File: config.mk
export PLATFORM = sky130hd
export DESIGN_NAME = drrn_mul
export DESIGN_NICKNAME = d
export VERILOG_FILES = /design/src/rtl/drrn_pkg.sv /design/src/rtl/drrn_mul.sv
export SDC_FILE = /design/constraint.sdc
export NUM_CORES = 2
export LEC_CHECK = 0
export BUFFER_PORTS_ARGS = -buffer_cell sky130_fd_sc_hd__clkbuf_2
export CAP_MARGIN = 25
export CELL_PAD_IN_SITES_DETAIL_PLACEMENT = 0
export CELL_PAD_IN_SITES_GLOBAL_PLACEMENT = 1
export CORE_UTILIZATION = 35
export DETAILED_ROUTE_END_ITERATION = 7
export PLACE_DENSITY_LB_ADDON = 0.1
export SYNTH_ARGS = -nofsm -noshare
export SYNTH_HDL_FRONTEND = slang
export SYNTH_SLANG_ARGS = --single-unit
File: constraint.sdc
create_clock -name clk -period 15.42 [get_ports clk]
set_input_delay 3.084 -clock clk [delete_from_list [all_inputs] [get_ports clk]]
set_output_delay 3.084 -clock clk [all_outputs]
set_load 0.01 [all_outputs]
File: src/rtl/drrn_pkg.sv
// ----------------------------------------------------------------------------
// drrn_pkg
// Shared types, command and register codes, and rate lookup tables for the
// delayed recurrent rate network step block.
// ----------------------------------------------------------------------------
package drrn_pkg;

    // default sizes
    localparam int CELLS_DEF     = 32;
    localparam int CONN_DEF      = 32;
    localparam int MAX_DELAY_DEF = 16;

    // shared multiplier operand and product widths
    localparam int MUL_A_W = 39;
    localparam int MUL_B_W = 18;
    localparam int MUL_P_W = MUL_A_W + MUL_B_W;

    // configuration port widths
    localparam int CFG_IDX_W  = 4;
    localparam int CFG_DATA_W = 16;

    // command codes
    localparam logic [1:0] CMD_CLEAR = 2'd0;
    localparam logic [1:0] CMD_LOAD  = 2'd1;
    localparam logic [1:0] CMD_DRIVE = 2'd2;
    localparam logic [1:0] CMD_STEP  = 2'd3;

    // register indexes
    localparam logic [CFG_IDX_W-1:0] REG_LEAK      = 4'd0;
    localparam logic [CFG_IDX_W-1:0] REG_REC_SCALE = 4'd1;
    localparam logic [CFG_IDX_W-1:0] REG_GLOB_INH  = 4'd2;
    localparam logic [CFG_IDX_W-1:0] REG_EXT_INH   = 4'd3;
    localparam logic [CFG_IDX_W-1:0] REG_USE_SIG   = 4'd4;
    localparam logic [CFG_IDX_W-1:0] REG_SIG_GAIN  = 4'd5;
    localparam logic [CFG_IDX_W-1:0] REG_SIG_THR   = 4'd6;
    localparam logic [CFG_IDX_W-1:0] REG_DELAY_LEN = 4'd7;

    // register reset values
    localparam logic [15:0] LEAK_RST      = 16'd6554;
    localparam logic [15:0] REC_SCALE_RST = 16'd4096;
    localparam logic [15:0] SIG_GAIN_RST  = 16'd4096;

    // input word
    typedef struct packed {
        logic [1:0]         cmd;
        logic [4:0]         target_cell;
        logic [4:0]         slot;
        logic [4:0]         source_cell;
        logic signed [15:0] value;
    } in_word_t;

    // result word
    typedef struct packed {
        logic [4:0]         cell_index;
        logic signed [15:0] activation_out;
        logic [15:0]        rate_out;
        logic               last;
    } out_word_t;

    // sigmoid samples at steps of 0.5 over [0, 8]
    localparam logic [15:0] SIG_TAB [0:16] = '{
        16'd32768, 16'd40793, 16'd47911, 16'd53581, 16'd57724, 16'd60565,
        16'd62428, 16'd63615, 16'd64357, 16'd64816, 16'd65097, 16'd65269,
        16'd65374, 16'd65438, 16'd65476, 16'd65500, 16'd65514
    };

    // tanh samples at steps of 0.25 over [0, 4]
    localparam logic [15:0] TANH_TAB [0:16] = '{
        16'd0,     16'd16051, 16'd30285, 16'd41625, 16'd49912, 16'd55593,
        16'd59320, 16'd61694, 16'd63179, 16'd64096, 16'd64659, 16'd65003,
        16'd65212, 16'd65338, 16'd65417, 16'd65464, 16'd65492
    };

endpackage

File: src/rtl/drrn_mul.sv
// ----------------------------------------------------------------------------
// drrn_mul
// Shared signed multiplier with a registered product, reused for every
// product of a network step.
// ----------------------------------------------------------------------------
module drrn_mul (
    input  logic                                 clk,
    input  logic signed [drrn_pkg::MUL_A_W-1:0]  a,
    input  logic signed [drrn_pkg::MUL_B_W-1:0]  b,
    output logic signed [drrn_pkg::MUL_P_W-1:0]  p
);

    // product register
    always_ff @(posedge clk)
    begin
        p <= a * b;
    end

endmodule

==> impl_metrics.tcl <==
set metrics [dict create \
    grt_pass1_vias 20100 \
    die_y_um 270 \
    largest_register "p" \
    fin_crit_sh_pct 67.7 \
    cts_tree "done" \
    critical_path.cell_chain "clkbuf_2, nand2_1, fa_1, inv_1, fa_1, inv_1, fa_1, fa_1, inv_1, fa_1, inv_1, fa_1, inv_1, ha_1, and3_1, o2111ai_1, a311oi_2, nor4_2, o41ai_4, a311oi_2, o311ai_2, xnor2_1" \
    synth_edf_count 0 \
    drt.antenna.violating_nets 0 \
    ctsHoldBuffers 0 \
    fmax_mhz 95.8 \
    path_class "primary input to flop" \
    tns_ns 0 \
    finalHoldViolations 0 \
    cp_data_arrival_time_ns 10.76 \
    status "complete, no violations" \
    async_reset_ff_share_pct 0 \
    dr.pass1.iters 5 \
    fin_crit_ns 10.44 \
    synth-seq-area-share_pct 4.55 \
    ios 115 \
    syn_to_final_growth_pct 6.46 \
    grtUsageTotal_pct 20.6 \
    synth_nets 3701 \
    avgSynthCellArea_um2 8.82 \
    drtIter0Drc 737 \
    startpoint_type "primary input" \
    synth-main-ff-cell "dfxtp_1" \
    post-dp-hpwl_um 56700 \
    post-cts-setup-buffer-count 0 \
    clkTransAtPathRegs_ns 0.07 \
    worstPathMaxFanout 39 \
    remaining_drc_errors 0 \
    drive_above_1_share_pct 5.67 \
    htree_levels 3 \
    via_per_inst 4.69 \
    die_area_um2 72700 \
    fp.coreArea_um2 70500 \
    postSynthCellCount 2843 \
    cp_top_family "adder cells" \
    gp_congestion 0.858 \
    worstMarginPinSlew_ns 0.997 \
    root_buffer "clkbuf_16" \
    crit_slowest_cell "a311oi_2" \
    reg.largest.list "p x57" \
    holdCritPathClass "primary input to flop" \
    critPathCaptureType "flop" \
    worst-path-buf-inv 6 \
    wl_per_cell_um 18.7 \
    final-setup-viol-count 0 \
    finalMaxSlewViolations 0 \
    drv_cap 0 \
    cpPeakStageDelay_ns 0.81 \
    die_w_um 270 \
    netlist_area_um2 25100 \
    ys_warn_count 0 \
    vias 17700 \
    gr-total-overflow 0 \
    path_common_cell "fa_1" \
    grt_max_degree 40 \
    synth-seq-cells 57 \
    cts.sinks 57 \
    antenna_found_initial 3 \
    grt_pass1_wl_um 115000 \
    finalWirelength_um 70500 \
    nets 3691 \
    port_buffers 114 \
    clock_path_buffers 2 \
    cts_resized 0 \
    largest_reg_flops 57 \
    final_cell_mix "inv_1, fa_1, nand2_1, and2_1, ha_1" \
    start_util_pct 35.6 \
    cp_data_required_time_ns 15.74 \
    cts_made_buffers 9 \
    synth.distinct_cells 57 \
    slew-limit-headroom_pct 33.2 \
    rows 97 \
    rsz0062_at_grt "false" \
    final_common_cell "inv_1" \
]
layer usage:
| layer | part of all wire, % | vias to the layer above | track usage [%] |
|---|---|---|---|
| li1 | - | 8026 | - |
| met3 | 4.0 | 83 | 3.07 |
| met2 | 47 | 357 | 34.2 |
| met5 | 0.018 | - | 0 |
| met4 | 2.3 | 2 | 5.16 |
| met1 | 46 | 9276 | 28.0 |
per-stage QoR:
step	setup slack (ns)	std cells	utilization [%]	hold slack [ns]	instance area (um^2)
CTS	4.85	3777	37.8	3.22	26700
global placement	4.49	3761	37.4	3.47	26400
global route	4.67	3778	37.9	3.25	26700
detailed placement	4.44	3761	37.4	3.47	26400
floorplan	6.28	2843	-	3.21	25100
finish	4.98	3780	37.9	3.23	26700
logic make-up after synthesis:
family	share of synthesized area [%]
xor+xnor	2.03
buf+inv	14.1
fa+ha+maj	59.8
flops	4.55
simple gates	15.0
compound gates	4.50
cells in the mapped netlist (all sizes together) (2+ instances only):
| library cell | n | area share [%] |
|---|---|---|
| inv | 789 | 12 |
| fa | 665 | 53 |
| nand2 | 504 | 7.5 |
| and2 | 198 | 4.9 |
| clkbuf | 142 | 2.1 |
| ha | 135 | 6.7 |
| nor2 | 58 | 0.87 |
| dfxtp | 57 | 4.5 |
| a21oi | 44 | 0.89 |
| xnor2 | 44 | 1.5 |
| a21o | 22 | 0.66 |
| o21ai | 22 | 0.44 |
| a31oi | 14 | 0.35 |
| xor2 | 14 | 0.49 |
| nand2b | 13 | 0.32 |
| nand3 | 11 | 0.22 |
| nand4 | 11 | 0.27 |
| o21bai | 11 | 0.33 |
| o21a | 10 | 0.30 |
| buf | 9 | 0.18 |
| and3 | 7 | 0.17 |
| nor2b | 6 | 0.15 |
| a21boi | 4 | 0.12 |
| a31o | 4 | 0.14 |
| nor3 | 4 | 0.080 |
| o211ai | 4 | 0.12 |
| a211o | 3 | 0.10 |
| a41oi | 3 | 0.10 |
| o2111ai | 3 | 0.10 |
| or3 | 3 | 0.075 |
| a21bo | 2 | 0.080 |
| a311oi | 2 | 0.12 |
| nand3b | 2 | 0.060 |
| nor4 | 2 | 0.075 |
| o2111a | 2 | 0.090 |
| o31a | 2 | 0.070 |
| or2 | 2 | 0.050 |
path summary, 6_finish.rpt:
kind | startpoint | depth (start not counted) | endpoint | slack [ns]
setup / recovery | b[0] | 22 | p[54] | 4.98
hold / removal | a[0] | 2 | p[0] | 3.23
area by class of cell:
| type | instances | area (um^2) |
|---|---|---|
| Clock inverter | 6 | 66.3 |
| Clock buffer | 10 | 239 |
| Tap cell | 940 | 1180 |
| Inverter | 789 | 2960 |
| Multi-Input combinational cell | 1846 | 20400 |
| Sequential cell | 57 | 1140 |
| Timing Repair Buffer | 130 | 711 |
| Antenna cell | 2 | 5.00 |
| Fill cell | 7289 | 43800 |
Power is left out: the tool's default activity adds up to more than one toggle a clock period on the data nets, which glitch-free logic cannot reach.
